<file path="config.mk">
export PLATFORM = sky130hd
export DESIGN_NAME = joystick_deadzone_normalizer
export DESIGN_NICKNAME = d
export VERILOG_FILES = /design/src/hw/rtl/jdn_pkg.sv /design/src/hw/rtl/jdn_div.sv /design/src/hw/rtl/joystick_deadzone_normalizer.sv
export SDC_FILE = /design/constraint.sdc
export NUM_CORES = 1
export LEC_CHECK = 0
export CAP_MARGIN = 40
export CORE_MARGIN = 5
export CORE_UTILIZATION = 60
export DETAILED_ROUTE_END_ITERATION = 7
export DONT_BUFFER_PORTS = 1
export GPL_ROUTABILITY_DRIVEN = 1
export PLACE_DENSITY = 0.82
export SYNTH_ARGS = -nofsm -noshare
export SYNTH_HDL_FRONTEND = slang
export SYNTH_SLANG_ARGS = --single-unit
</file>
<file path="constraint.sdc">
create_clock -name clk_i -period 14.27 [get_ports clk_i]
set_input_delay 4.281 -clock clk_i [delete_from_list [all_inputs] [get_ports clk_i]]
set_output_delay 4.281 -clock clk_i [all_outputs]
set_load 0.02 [all_outputs]
</file>
<file path="src/hw/rtl/jdn_pkg.sv">
`timescale 1ns / 1ps
// ----------------------------------------------------------------------------
// jdn_pkg
// Shared types and constants for the joystick dead-zone normalizer.
// ----------------------------------------------------------------------------
package jdn_pkg;

  // result format: signed Q1.15
  localparam int POS_W  = 16;
  localparam int Q_FRAC = 15;

  localparam logic signed [POS_W-1:0] POS_FULL     = 16'sd32767;
  localparam logic signed [POS_W-1:0] POS_NEG_FULL = -16'sd32767;
  localparam logic signed [POS_W-1:0] POS_ZERO     = 16'sd0;

  // configuration register indexes
  localparam int CFG_IDX_W = 2;
  localparam logic [CFG_IDX_W-1:0] CFG_DEADZONE         = 2'd0;
  localparam logic [CFG_IDX_W-1:0] CFG_ADC_FULL_SCALE   = 2'd1;
  localparam logic [CFG_IDX_W-1:0] CFG_UNREACHABLE_BAND = 2'd2;

  // input item kinds
  localparam logic KIND_CAL    = 1'b0;
  localparam logic KIND_UPDATE = 1'b1;

  typedef enum logic [2:0] {
    ST_IDLE,
    ST_CAL,
    ST_CAL_WAIT,
    ST_SETUP,
    ST_DIV,
    ST_DONE
  } jdn_state_e;

endpackage

</file>
<file path="src/hw/rtl/jdn_div.sv">
`timescale 1ns / 1ps
// ----------------------------------------------------------------------------
// jdn_div
// Bit-serial restoring divider, one quotient bit per cycle. The partial
// remainder is preloaded (it must stay below the divisor) and the numerator
// bits shift in msb first.
// ----------------------------------------------------------------------------
module jdn_div #(
  parameter int DW = 13,
  parameter int NW = 17,
  parameter int QW = 17,
  parameter int CW = 5
) (
  input  logic          clk_i,
  input  logic          rst_ni,
  input  logic          start_i,
  input  logic [DW-1:0] rem_i,
  input  logic [NW-1:0] num_i,
  input  logic [DW-1:0] den_i,
  input  logic [CW-1:0] steps_i,
  output logic          done_o,
  output logic [QW-1:0] quo_o
);

  logic          busy_q, busy_d;
  logic          done_q, done_d;
  logic [CW-1:0] cnt_q, cnt_d;
  logic [DW-1:0] rem_q, rem_d;
  logic [NW-1:0] num_q, num_d;
  logic [DW-1:0] den_q, den_d;
  logic [QW-1:0] quo_q, quo_d;
  logic [DW:0]   trial;
  logic [DW:0]   diff;
  logic          ge;

  assign trial = {rem_q, num_q[NW-1]};
  assign diff  = trial - {1'b0, den_q};
  assign ge    = (trial >= {1'b0, den_q});

  always_comb begin
    busy_d = busy_q;
    done_d = 1'b0;
    cnt_d  = cnt_q;
    rem_d  = rem_q;
    num_d  = num_q;
    den_d  = den_q;
    quo_d  = quo_q;
    if (start_i) begin
      busy_d = 1'b1;
      cnt_d  = steps_i;
      rem_d  = rem_i;
      num_d  = num_i;
      den_d  = den_i;
      quo_d  = '0;
    end else if (busy_q) begin
      // remainder stays below the divisor, so dropping the top bit is safe
      rem_d = ge ? diff[DW-1:0] : trial[DW-1:0];
      num_d = {num_q[NW-2:0], 1'b0};
      quo_d = {quo_q[QW-2:0], ge};
      cnt_d = cnt_q - 1'b1;
      if (cnt_q == CW'(1)) begin
        busy_d = 1'b0;
        done_d = 1'b1;
      end
    end
  end

  always_ff @(posedge clk_i or negedge rst_ni) begin
    if (!rst_ni) begin
      busy_q <= 1'b0;
      done_q <= 1'b0;
      cnt_q  <= '0;
    end else begin
      busy_q <= busy_d;
      done_q <= done_d;
      cnt_q  <= cnt_d;
    end
  end

  always_ff @(posedge clk_i) begin
    rem_q <= rem_d;
    num_q <= num_d;
    den_q <= den_d;
    quo_q <= quo_d;
  end

  assign done_o = done_q;
  assign quo_o  = quo_q;

endmodule

</file>
<file path="src/hw/rtl/joystick_deadzone_normalizer.sv">
`timescale 1ns / 1ps
// ----------------------------------------------------------------------------
// joystick_deadzone_normalizer
// Two-axis joystick dead-zone removal and Q1.15 normalization.
// ----------------------------------------------------------------------------
// Input beats carry a kind bit and one ADC reading per axis. A calibration
// beat adds both readings to running sums; after CAL_SAMPLES of them each
// center becomes its sum divided by CAL_SAMPLES. An update beat yields one
// output beat with the normalized x and y positions.
// Both data channels use valid/stall; the config channel uses valid/ready,
// is always ready, and should only be written while the block is idle.
// Timing: all division runs through one bit-serial divider, one bit a cycle.
// An update beat runs a setup step per axis, plus a divider run for each axis
// that lands outside the dead band and the clamp; the result then moves to
// the output register once that is free. A calibration beat only adds to the
// sums, except the last of a set, which runs two divisions of
// ADC_BITS+log2(CAL_SAMPLES) quotient bits each.
// One item is in flight at a time; a new input beat is taken while a result
// still waits in the output register, which holds under stall.
// Reset: centers go to mid scale, sums and count clear, deadzone 64,
// full scale all ones, unreachable band 0.
// ----------------------------------------------------------------------------
module joystick_deadzone_normalizer #(
  parameter int ADC_BITS    = 12,
  parameter int CAL_SAMPLES = 32
) (
  input  logic                               clk_i,
  input  logic                               rst_ni,
  input  logic                               cfg_valid_i,
  output logic                               cfg_ready_o,
  input  logic [jdn_pkg::CFG_IDX_W-1:0]      cfg_index_i,
  input  logic [ADC_BITS-1:0]                cfg_data_i,
  input  logic                               in_valid_i,
  output logic                               in_stall_o,
  input  logic                               kind_i,
  input  logic [ADC_BITS-1:0]                x_sample_i,
  input  logic [ADC_BITS-1:0]                y_sample_i,
  output logic                               out_valid_o,
  input  logic                               out_stall_i,
  output logic signed [jdn_pkg::POS_W-1:0]   x_position_o,
  output logic signed [jdn_pkg::POS_W-1:0]   y_position_o
);

  import jdn_pkg::*;

  localparam int A     = ADC_BITS;
  localparam int CNT_W = $clog2(CAL_SAMPLES);
  localparam int SW    = ADC_BITS + $clog2(CAL_SAMPLES);
  localparam int DW    = ADC_BITS + 1;
  localparam int QW    = (SW > Q_FRAC) ? SW : Q_FRAC;
  localparam int SCW   = $clog2(QW + 1);
  localparam int SPW   = ADC_BITS + 3;

  localparam logic AXIS_X = 1'b0;
  localparam logic AXIS_Y = 1'b1;

  jdn_state_e state_q, state_d;
  logic       axis_q, axis_d;
  logic       neg_q, neg_d;
  logic [CNT_W-1:0] cnt_q, cnt_d;
  logic [SW-1:0]    sum_q    [2];
  logic [SW-1:0]    sum_d    [2];
  logic [A-1:0]     center_q [2];
  logic [A-1:0]     center_d [2];
  logic [A-1:0]     samp_q   [2];
  logic [A-1:0]     samp_d   [2];
  logic signed [POS_W-1:0] res_q [2];
  logic signed [POS_W-1:0] res_d [2];
  logic [A-1:0] dz_q, fs_q, ub_q;
  logic         out_valid_q, out_valid_d;
  logic signed [POS_W-1:0] xo_q, xo_d, yo_q, yo_d;

  // divider hookup
  logic           div_start;
  logic [DW-1:0]  div_rem;
  logic [SW-1:0]  div_num;
  logic [DW-1:0]  div_den;
  logic [SCW-1:0] div_steps;
  logic           div_done;
  logic [QW-1:0]  div_quo;
  logic [POS_W-1:0] div_mag;

  // per-axis setup terms
  logic [A-1:0]          ax_s, ax_c;
  logic [A:0]            ax_d;
  logic                  ax_neg;
  logic [A:0]            ax_abs;
  logic [A-1:0]          ax_mag;
  logic                  ax_in_band;
  logic [A-1:0]          ax_e;
  logic signed [SPW-1:0] span_pos, span_neg, ax_span;
  logic                  ax_zero, ax_clamp;

  assign ax_s   = samp_q[axis_q];
  assign ax_c   = center_q[axis_q];
  assign ax_d   = {1'b0, ax_s} - {1'b0, ax_c};
  assign ax_neg = ax_d[A];
  assign ax_abs = ax_neg ? (~ax_d + 1'b1) : ax_d;
  assign ax_mag = ax_abs[A-1:0];
  assign ax_in_band = (ax_mag <= dz_q);
  assign ax_e   = ax_mag - dz_q;

  assign span_pos = $signed({3'b000, fs_q}) - $signed({3'b000, ub_q})
                  - $signed({3'b000, ax_c}) - $signed({3'b000, dz_q});
  assign span_neg = $signed({3'b000, ax_c}) - $signed({3'b000, dz_q});
  assign ax_span  = ax_neg ? span_neg : span_pos;

  // a non-negative span never exceeds full scale, so its low bits hold it
  assign ax_zero  = ax_in_band || ax_span[SPW-1];
  assign ax_clamp = (ax_e >= ax_span[A-1:0]);

  assign div_mag = POS_W'({1'b0, div_quo[Q_FRAC-1:0]});

  jdn_div #(
    .DW (DW),
    .NW (SW),
    .QW (QW),
    .CW (SCW)
  ) u_div (
    .clk_i   (clk_i),
    .rst_ni  (rst_ni),
    .start_i (div_start),
    .rem_i   (div_rem),
    .num_i   (div_num),
    .den_i   (div_den),
    .steps_i (div_steps),
    .done_o  (div_done),
    .quo_o   (div_quo)
  );

  always_comb begin
    state_d     = state_q;
    axis_d      = axis_q;
    neg_d       = neg_q;
    cnt_d       = cnt_q;
    sum_d       = sum_q;
    center_d    = center_q;
    samp_d      = samp_q;
    res_d       = res_q;
    out_valid_d = out_valid_q;
    xo_d        = xo_q;
    yo_d        = yo_q;
    div_start   = 1'b0;
    div_rem     = '0;
    div_num     = '0;
    div_den     = '0;
    div_steps   = '0;

    if (out_valid_q && !out_stall_i) begin
      out_valid_d = 1'b0;
    end

    unique case (state_q)
      ST_IDLE: begin
        if (in_valid_i) begin
          if (kind_i == KIND_CAL) begin
            sum_d[0] = sum_q[0] + SW'(x_sample_i);
            sum_d[1] = sum_q[1] + SW'(y_sample_i);
            if (cnt_q == CNT_W'(CAL_SAMPLES - 1)) begin
              cnt_d   = '0;
              axis_d  = AXIS_X;
              state_d = ST_CAL;
            end else begin
              cnt_d = cnt_q + 1'b1;
            end
          end else begin
            samp_d[0] = x_sample_i;
            samp_d[1] = y_sample_i;
            axis_d    = AXIS_X;
            state_d   = ST_SETUP;
          end
        end
      end
      ST_CAL: begin
        div_start = 1'b1;
        div_num   = sum_q[axis_q];
        div_den   = DW'(CAL_SAMPLES);
        div_steps = SCW'(SW);
        state_d   = ST_CAL_WAIT;
      end
      ST_CAL_WAIT: begin
        if (div_done) begin
          center_d[axis_q] = div_quo[A-1:0];
          if (axis_q == AXIS_X) begin
            axis_d  = AXIS_Y;
            state_d = ST_CAL;
          end else begin
            sum_d[0] = '0;
            sum_d[1] = '0;
            state_d  = ST_IDLE;
          end
        end
      end
      ST_SETUP: begin
        neg_d = ax_neg;
        if (ax_zero || ax_clamp) begin
          if (ax_zero) begin
            res_d[axis_q] = POS_ZERO;
          end else begin
            res_d[axis_q] = ax_neg ? POS_NEG_FULL : POS_FULL;
          end
          if (axis_q == AXIS_X) begin
            axis_d = AXIS_Y;
          end else begin
            state_d = ST_DONE;
          end
        end else begin
          // e < span here, so the quotient fits in Q_FRAC bits
          div_start = 1'b1;
          div_rem   = DW'(ax_e);
          div_den   = DW'(ax_span[A-1:0]);
          div_steps = SCW'(Q_FRAC);
          state_d   = ST_DIV;
        end
      end
      ST_DIV: begin
        if (div_done) begin
          res_d[axis_q] = neg_q ? -$signed(div_mag) : $signed(div_mag);
          if (axis_q == AXIS_X) begin
            axis_d  = AXIS_Y;
            state_d = ST_SETUP;
          end else begin
            state_d = ST_DONE;
          end
        end
      end
      ST_DONE: begin
        if (!out_valid_q || !out_stall_i) begin
          xo_d        = res_q[0];
          yo_d        = res_q[1];
          out_valid_d = 1'b1;
          state_d     = ST_IDLE;
        end
      end
      default: begin
        state_d = ST_IDLE;
      end
    endcase
  end

  always_ff @(posedge clk_i or negedge rst_ni) begin
    if (!rst_ni) begin
      state_q     <= ST_IDLE;
      axis_q      <= AXIS_X;
      neg_q       <= 1'b0;
      cnt_q       <= '0;
      sum_q[0]    <= '0;
      sum_q[1]    <= '0;
      center_q[0] <= A'(1) << (A - 1);
      center_q[1] <= A'(1) << (A - 1);
      out_valid_q <= 1'b0;
    end else begin
      state_q     <= state_d;
      axis_q      <= axis_d;
      neg_q       <= neg_d;
      cnt_q       <= cnt_d;
      sum_q       <= sum_d;
      center_q    <= center_d;
      out_valid_q <= out_valid_d;
    end
  end

  always_ff @(posedge clk_i) begin
    samp_q <= samp_d;
    res_q  <= res_d;
    xo_q   <= xo_d;
    yo_q   <= yo_d;
  end

  // config registers, unknown indexes are dropped
  always_ff @(posedge clk_i or negedge rst_ni) begin
    if (!rst_ni) begin
      dz_q <= A'(64);
      fs_q <= '1;
      ub_q <= '0;
    end else if (cfg_valid_i) begin
      unique case (cfg_index_i)
        CFG_DEADZONE:         dz_q <= cfg_data_i;
        CFG_ADC_FULL_SCALE:   fs_q <= cfg_data_i;
        CFG_UNREACHABLE_BAND: ub_q <= cfg_data_i;
        default: ;
      endcase
    end
  end

  assign cfg_ready_o  = 1'b1;
  assign in_stall_o   = (state_q != ST_IDLE);
  assign out_valid_o  = out_valid_q;
  assign x_position_o = xo_q;
  assign y_position_o = yo_q;

endmodule

</file>
==> results of run 1 <==
registers in the layout (all words and copies together), names as in the netlist, 3 cells and up:
name,flops
samp_q,24
u_div.rem_q,13
sum_q,34
u_div.num_q,17
u_div.quo_o,15
y_position_o,16
res_q,32
ub_q,12
dz_q,12
center_q,24
fs_q,12
x_position_o,16
cnt_q,5
u_div.cnt_q,5
state_q,3
u_div.den_q,12
logic make-up (layout without fill, tap and decap cells):
logic type	Yosys count	in the layout	synth area share
simple gates	453	453	0.131
fa+ha+maj	144	144	0.120
compound gates	349	349	0.141
mux	122	122	0.0801
other cells	1	1	0.000232
buf+inv	165	173	0.0404
xor+xnor	96	96	0.0520
flops	257	257	0.434
synthesized netlist by cell type, types with 8 or more instances:
cell type / instances / area, um^2
nand2_1: 160 / 601
edfxtp_1: 130 / 3900
ha_1: 125 / 1560
nor2_1: 118 / 443
inv_1: 108 / 405
dfrtp_1: 97 / 2430
o21ai_0: 93 / 465
a21oi_1: 77 / 385
mux2i_1: 63 / 631
mux2_2: 57 / 642
xnor2_1: 57 / 499
clkbuf_1: 39 / 146
xor2_1: 39 / 342
nor3_1: 32 / 160
o2bb2ai_1: 30 / 263
nor2b_1: 27 / 169
a21o_1: 21 / 158
o22ai_1: 20 / 125
fa_1: 19 / 380
nand2b_1: 17 / 106
nand3_1: 17 / 85.1
dfstp_2: 15 / 394
dfxtp_1: 15 / 300
a31oi_1: 13 / 81.3
and3_1: 13 / 81.3
or3_1: 13 / 81.3
nand4_1: 12 / 75.1
o211ai_1: 12 / 90.1
and2_1: 10 / 62.6
or2_2: 10 / 62.6
buf_2: 9 / 45.0
o31ai_1: 9 / 67.6
a22o_1: 8 / 70.1
layout by cell type, fill, tap and decap left out, types with 63 or more instances in the layout:
cell,instances
edfxtp_1,130
nor2_1,118
ha_1,125
o21ai_0,92
a21oi_1,76
nand2_1,160
dfrtp_1,96
mux2i_1,63
inv_1,108
metrics by stage:
| stage | util | cell area (um^2) | cells | hold WS, ps | setup slack [ps] |
|---|---|---|---|---|---|
| 6_report | 0.652 | 17400 | 1936 | 459 | 6150 |
| 5_1_grt | 0.652 | 17400 | 1936 | 471 | 5650 |
| 4_1_cts | 0.652 | 17400 | 1936 | 461 | 6190 |
| 3_5_place_dp | 0.619 | 16500 | 1886 | 442 | 6250 |
| 3_3_place_gp | 0.615 | 16400 | 1879 | 443 | 6590 |
| 2_1_floorplan | - | 16200 | 1587 | 427 | 6540 |
per-layer routing:
layer	share of wire	up-vias
met1	0.46	5712
met3	0.049	63
met5	0	-
li1	-	5688
met4	0.026	0
met2	0.47	284
worst min-delay path by stage:
stage | endpoint | slack [ps] | from | cells past startpoint
5_1_grt | y_position_o[7]$_DFFE_PP_ | 470 | res_q[7]$_DFFE_PP_ | 0
4_1_cts | x_position_o[7]$_DFFE_PP_ | 460 | res_q[23]$_DFFE_PP_ | 0
2_1_floorplan | x_position_o[0]$_DFFE_PP_ | 430 | res_q[16]$_DFFE_PP_ | 0
3_5_place_dp | x_position_o[7]$_DFFE_PP_ | 440 | res_q[23]$_DFFE_PP_ | 0
6_report | x_position_o[7]$_DFFE_PP_ | 460 | res_q[23]$_DFFE_PP_ | 0
3_3_place_gp | y_position_o[11]$_DFFE_PP_ | 440 | res_q[11]$_DFFE_PP_ | 0
cell type report:
cell class,instances,area (um^2)
Multi-Input combinational cell,1165,8520
Inverter,108,405
Timing Repair Buffer,15,171
Tap cell,341,427
Clock buffer,39,772
Sequential cell,257,7030
Fill cell,2038,9300
Clock inverter,11,105
worst max-delay path: cells and delay by family (launching register included):
family | cells | cell delay, ps
xor+xnor | 1 | 110
flops | 1 | 610
fa+ha+maj | 4 | 1120
simple gates | 8 | 2030
compound gates | 9 | 1830
mux | 2 | 590
buf+inv | 5 | 1460
==> results.yml, run 1 <==
run_status:
  outcome: "completed"
worst_setup_path:
  reg2reg_from: "axis_q$_DFFE_PN0P_"
  r2r-end: "u_div.num_q[15]$_DFFE_PP_"
  cp-end-kind: "register"
  crit_arrival_ps: 8340
  startpoint: "axis_q$_DFFE_PN0P_"
  slowest_stage: "buf_4"
  ff2ff_path_depth: 29
  timing.critical_path.slowest_cell_delay_ps: 700
  worstPathMaxFanout: 60
  start_kind: "register"
  worstSetupPathType: "register to register"
  endpoint: "u_div.num_q[15]$_DFFE_PP_"
  rrSetupSlack_ps: 6150
  required_ps: 14500
logic_synthesis:
  syn-cell-area_mm2: 0.0162
  synth.avg_cell_area_um2: 10.2
  yosys_register_bits: 257
  synth.yosys.seq_area_share: 0.434
  synthArstFlopShare: 0.436
  yosys_warnings: 0
  netlist_instances: 1587
  syn_nets: 1775
  synth_cell_types: 80
  synth_edf_count: 130
  synthFlopType: "edfxtp_1"
clock_network:
  cts_setup_buffers: 0
  insertion_delay_ps: 550
  clkSlewWorstSetupHoldPaths_ps: 60
  h-tree-depth: 1
  hold_buffers: 0
  cts_tree: "yes"
  clock_path_buffers: 3
  root_buffer: "clkbuf_16"
  cts_buffers: 27
  cts-resized-gates: 0
  cts_num_sinks: 257
finish:
  drive_gt1_frac: 0.0972
  syn2layout_area_growth_pct: 7.75
  antenna_cells: 0
  nets: 1762
floorplan:
  num_rows: 60
  ios: 79
  die_h_um: 174
  coreArea_mm2: 0.0267
  initial_core_util: 0.605
  die_area_mm2: 0.0303
  die_w_um: 174
detailed_routing:
  routed_wl_mm: 35.6
  drt_iter0_markers: 770
  vias_per_cell: 6.07
  routed-via-count: 11700
  wire_per_inst_um: 18.4
  dr.pass1.iters: 5
  drc_errors: 0
  antenna_left: 0
sta:
  worst_slew_pin_slew_ps: 827
  fin_crit_sh: 0.569
  slew_headroom: 0.433
  setup_violations: 0
  timing.fmax_mhz: 123
  rsz0062_at_grt: "false"
  final_hold_viol_count: 0
  finalSetupTns_ps: 0
  post-route-min-period_ps: 8120
  finClkSkew_ps: 13.5
  maxSlewViolCount: 0
global_routing:
  top_usage_layer: "met2"
  grt_pass1_wl_mm: 58.6
  first_global_vias: 11500
  grt_use_met1: 0.318
  use_met3: 0.0372
  overflow: 0
  grt_max_degree: 113
  groute.usage.overall: 0.231
  grt_antenna_before_repair: 0
  grtUsageMet2: 0.383
place:
  post-dp-hpwl_mm: 26.7
  io_buffers: 0
  routabilityCongestion: 0.924
min_path:
  hold_class: "register to register"
job:
  drv_cap: 0
Power of run 1 is not shown: default switching activity piles up to over one toggle a cycle in this logic, so the estimate is an artifact.
==> run 2, diff against run 1 <==
==> constraint.sdc (replaced) <==
create_clock -name clk_i -period 8 [get_ports clk_i]
set_input_delay 2.4 -clock clk_i [delete_from_list [all_inputs] [get_ports clk_i]]
set_output_delay 2.4 -clock clk_i [all_outputs]
set_load 0.02 [all_outputs]
==> run 2 against run 1 <==
Die area unchanged. Cell count about the same. Register-to-register slack got worse by 5600 ps. Count of clock-buffer cells in the layout decreased by 6. First-iteration DRC count increased by 20%. Sequential share of layout area decreased by 0.12 points. Non-clock buffer count increased by 1. Worst setup slack got worse by 5600 ps.
==> results.yml, run 2 (synthesized netlist as in run 1, its figures left out) <==
detailed_routing:
  routed_wl_mm: 37.3
  drt_iter0_markers: 921
  antenna_left: 0
  vias_per_cell: 6.13
  wire_per_inst_um: 19.3
  dr.pass1.iters: 6
  drc_errors: 0
  routed-via-count: 11900
place:
  dp_cells: 1886
  io_buffers: 0
  routabilityCongestion: 0.982
  post-dp-hpwl_mm: 27.9
worst_setup_path:
  slowest_stage: "dfrtp_4"
  start_kind: "register"
  crit_arrival_ps: 7680
  required_ps: 8250
  timing.critical_path.slowest_cell_delay_ps: 890
  crit_top_cell: "ha_1"
  worstSetupPathType: "register to register"
  cp-end-kind: "register"
  worstPathMaxFanout: 49
min_path:
  hold_class: "register to register"
clock_network:
  clkSlewWorstSetupHoldPaths_ps: 60
  cts-resized-gates: 0
  cts_tree: "yes"
  clock_path_buffers: 3
  cts_setup_buffers: 0
  cts_num_sinks: 257
  root_buffer: "clkbuf_16"
  hold_buffers: 0
  cts_buffers: 27
  insertion_delay_ps: 550
  h-tree-depth: 1
finish:
  drive_gt1_frac: 0.0965
  fin_cells: 1937
  largest_reg_flops: 34
  largestRegisters: "sum_q (34), res_q (32)"
  top_register: "sum_q"
  final_common_cell: "nand2_1"
  final_cell_mix: "nand2_1 (160), edfxtp_1 (130), ha_1 (125)"
  nets: 1763
  antenna_cells: 0
  syn2layout_area_growth_pct: 8.06
global_routing:
  first_global_vias: 11800
  grt_antenna_before_repair: 0
  overflow: 0
  groute.usage.overall: 0.244
  grt_max_degree: 113
  grt_pass1_wl_mm: 61.7
sta:
  setup_violations: 0
  timing.fmax_mhz: 135
  post-route-min-period_ps: 7430
  finClkSkew_ps: 10.9
  worst_slew_pin_slew_ps: 814
  finalSetupTns_ps: 0
  slew_headroom: 0.456
  fin_crit_sh: 0.929
  rsz0062_at_grt: "false"
  maxSlewViolCount: 0
  final_hold_viol_count: 0
floorplan:
  coreArea_mm2: 0.0267
  die_area_mm2: 0.0303
  die_w_um: 174
  die_h_um: 174
  ios: 79
  num_rows: 60
  initial_core_util: 0.605
run_status:
  outcome: "completed"
job:
  drv_cap: 0
## run 2: changes by cell type in the layout (fill, tap and decap cells not counted), sizes merged
cell,change
clkinv,+2
clkinvlp,+1
inv,-1
bufinv,+4
clkbuf,-6
buf,+1
## run 2: through the flow
step / area, um^2 / util / setup WS (ps) / hold slack, ps
3_3_place_gp: 16500 / 0.616 / 929 / 444
2_1_floorplan: 16200 / - / 269 / 427
6_report: 17500 / 0.654 / 571 / 454
5_1_grt: 17500 / 0.654 / 2.19 / 476
3_5_place_dp: 16500 / 0.619 / 694 / 436
4_1_cts: 17500 / 0.654 / 558 / 455
## run 2: final cells by class
type / count / area, um^2
timing repair buffer: 16 / 175
multi-input combinational: 1165 / 8520
clock buffer: 33 / 698
tap: 341 / 427
fill: 2049 / 9250
clock inverter: 17 / 225
sequential: 257 / 7030
inverter: 108 / 405
## run 2: path summary, 6_finish.rpt
check	cells after the start	slack (ps)	endpoint	startpoint
setup / recovery	28	570	u_div.num_q[15]$_DFFE_PP_	axis_q$_DFFE_PN0P_
max in group asynchronous	0	6120	center_q[11]$_DFFE_PN1P_	rst_ni
min in group asynchronous	0	1550	ub_q[5]$_DFFE_PN0P_	rst_ni
setup reg to reg	28	570	u_div.num_q[15]$_DFFE_PP_	axis_q$_DFFE_PN0P_
hold reg to reg	0	450	x_position_o[13]$_DFFE_PP_	res_q[29]$_DFFE_PP_
hold / removal	0	450	x_position_o[13]$_DFFE_PP_	res_q[29]$_DFFE_PP_
## run 2: layer usage
metal	up-vias	track usage	part of all wire
li1	5670	-	-
met1	5786	0.335	0.44
met2	342	0.405	0.48
met3	81	0.0391	0.056
met4	0	0.0709	0.029
met5	-	0	0
## run 2: worst max-delay path, delay by kind of cell (launching register included)
kind,cells,cell delay (ps)
simple gates,8,1940
compound gates,9,1810
fa+ha+maj,4,960
flops,1,890
buf+inv,4,760
mux,1,490
xor+xnor,2,240
Power of run 2 is left out for the same reason.
==> run 3, diff against run 2 <==
--- a/config.mk
+++ b/config.mk
@@ -7,11 +7,11 @@
 export LEC_CHECK = 0
 export CAP_MARGIN = 40
 export CORE_MARGIN = 5
-export CORE_UTILIZATION = 60
+export CORE_UTILIZATION = 35
 export DETAILED_ROUTE_END_ITERATION = 7
 export DONT_BUFFER_PORTS = 1
 export GPL_ROUTABILITY_DRIVEN = 1
-export PLACE_DENSITY = 0.82
+export PLACE_DENSITY = 0.55
 export SYNTH_ARGS = -nofsm -noshare
 export SYNTH_HDL_FRONTEND = slang
 export SYNTH_SLANG_ARGS = --single-unit
==> constraint.sdc (replaced) <==
create_clock -name clk_i -period 8 [get_ports clk_i]
set_input_delay 2.4 -clock clk_i [delete_from_list [all_inputs] [get_ports clk_i]]
set_output_delay 2.4 -clock clk_i [all_outputs]
set_load 0.1 [all_outputs]
==> run 3 against run 2 <==
Via count down 2.3%. Largest cell class unchanged. Register-to-register slack better by 70 ps. Hold slack got worse by 4.5 ps. First-iteration DRC count shrank 17%. Critical endpoint is now u_div.num_q[1]$_DFFE_PP_. Cell count up 15%. Non-clock buffer count increased by 21. Sequential cell count unchanged. Cell area grew 4.5%.
==> results.yml, run 3 (synthesized netlist as in run 1, its figures left out) <==
finish:
  fillers: 4359
  nets: 1787
  final_common_cell: "nand2_1"
  top_register: "sum_q"
  syn2layout_area_growth_pct: 13.0
  drive_gt1_frac: 0.111
  largest_reg_flops: 34
  antenna_cells: 0
  final_cell_mix: "nand2_1 (160), edfxtp_1 (130), ha_1 (125)"
  largestRegisters: "sum_q (34), res_q (32)"
detailed_routing:
  dr.pass1.iters: 7
  routed-via-count: 11600
  drc_errors: 0
  drt_iter0_markers: 767
  antenna_left: 0
  vias_per_cell: 5.22
  wire_per_inst_um: 18.2
  routed_wl_mm: 40.4
place:
  io_buffers: 0
  routabilityCongestion: 0.878
  post-dp-hpwl_mm: 30.7
floorplan:
  ios: 79
  die_h_um: 225
  die_w_um: 225
  coreArea_mm2: 0.0456
  initial_core_util: 0.355
  die_area_mm2: 0.0506
  num_rows: 78
sta:
  final_hold_viol_count: 0
  finalSetupTns_ps: 0
  fin_crit_sh: 0.920
  maxSlewViolCount: 0
  rsz0062_at_grt: "false"
  post-route-min-period_ps: 7360
  worst_slew_pin_slew_ps: 905
  finClkSkew_ps: 12.0
  setup_violations: 0
  slew_headroom: 0.398
  timing.fmax_mhz: 136
worst_setup_path:
  worstPathMaxFanout: 35
  slowest_stage: "dfrtp_4"
  reg2reg_from: "axis_q$_DFFE_PN0P_"
  r2r-end: "u_div.num_q[1]$_DFFE_PP_"
  start_kind: "register"
  ff2ff_path_depth: 28
  timing.critical_path.slowest_cell_delay_ps: 800
  cp-end-kind: "register"
  rrSetupSlack_ps: 640
  crit_arrival_ps: 7580
  required_ps: 8220
  worstSetupPathType: "register to register"
clock_network:
  cts_setup_buffers: 0
  clock_path_buffers: 3
  hold_buffers: 0
  cts_buffers: 30
  cts_num_sinks: 257
  root_buffer: "clkbuf_16"
  insertion_delay_ps: 570
  cts_tree: "yes"
  clkSlewWorstSetupHoldPaths_ps: 60
  cts-resized-gates: 0
  h-tree-depth: 1
global_routing:
  grt_antenna_before_repair: 0
  overflow: 0
  groute.usage.overall: 0.159
  grt_pass1_wl_mm: 65.5
  grt_max_degree: 113
  first_global_vias: 11700
min_path:
  min_to: "y_position_o[10]$_DFFE_PP_"
  holdPathStages: 0
  hp-start: "res_q[10]$_DFFE_PP_"
  hold_class: "register to register"
run_status:
  outcome: "completed"
job:
  drv_cap: 0
## run 3: cell count changes in the layout (fill, tap and decap cells not counted), moves of 3 or more
cell / change
clkbuf_1: +4
buf_8: +5
clkinv_1: -3
bufinv_16: -4
clkbuf_16: +5
buf_16: +12
buf_4: +3
## run 3: how the worst max path moves through the flow
stage / from / endpoint / slack, ps
after CTS: axis_q$_DFFE_PN0P_ / u_div.num_q[11]$_DFFE_PP_ / 640
after global placement: axis_q$_DFFE_PN0P_ / u_div.num_q[0]$_SDFFCE_PN0P_ / 900
final: axis_q$_DFFE_PN0P_ / u_div.num_q[1]$_DFFE_PP_ / 640
after global routing: axis_q$_DFFE_PN0P_ / u_div.num_q[3]$_DFFE_PP_ / 60
after floorplan: axis_q$_DFFE_PN0P_ / res_q[16]$_DFFE_PP_ / 270
after detailed placement: axis_q$_DFFE_PN0P_ / u_div.num_q[2]$_DFFE_PP_ / 660
## run 3: per-layer routing
| metal | vias to the layer above | global-route usage | routed length (um) | share of wire |
|---|---|---|---|---|
| li1 | 5718 | - | - | - |
| met1 | 5605 | 0.216 | 18500 | 0.46 |
| met2 | 214 | 0.265 | 19100 | 0.47 |
| met3 | 72 | 0.0249 | 1630 | 0.040 |
| met4 | 0 | 0.0479 | 1170 | 0.029 |
| met5 | - | 0 | 0 | 0 |
## run 3: stage by stage
step / setup slack (ps) / hold slack (ps) / std cells / utilization / cell area (um^2)
global placement: 902 / 439 / 2141 / 0.368 / 16800
finish: 641 / 449 / 2223 / 0.401 / 18300
CTS: 639 / 453 / 2221 / 0.400 / 18200
detailed placement: 655 / 441 / 2165 / 0.379 / 17300
global route: 55.3 / 467 / 2223 / 0.401 / 18300
floorplan: 269 / 427 / 1587 / - / 16200
## run 3: area by class of cell
cell class	instances	area (um^2)	share of cell area
Clock inverter	14	120	0.00657
Multi-Input combinational cell	1165	8520	0.466
Clock buffer	42	816	0.0446
Timing Repair Buffer	37	633	0.0347
Inverter	108	405	0.0222
Sequential cell	257	7030	0.385
Tap cell	600	751	0.0411
## run 3: worst max-delay path, delay by kind of cell (launching register included)
family | cells | cell delay (ps)
DFF | 1 | 800
xor gates and xnor gates | 2 | 350
AOI/OAI and AO/OA | 10 | 2000
buffers and inverters | 5 | 1130
muxes | 1 | 480
adders and majority gates | 4 | 1060
and+or+nand+nor | 6 | 1110
Power of run 3 is left out for the same reason.
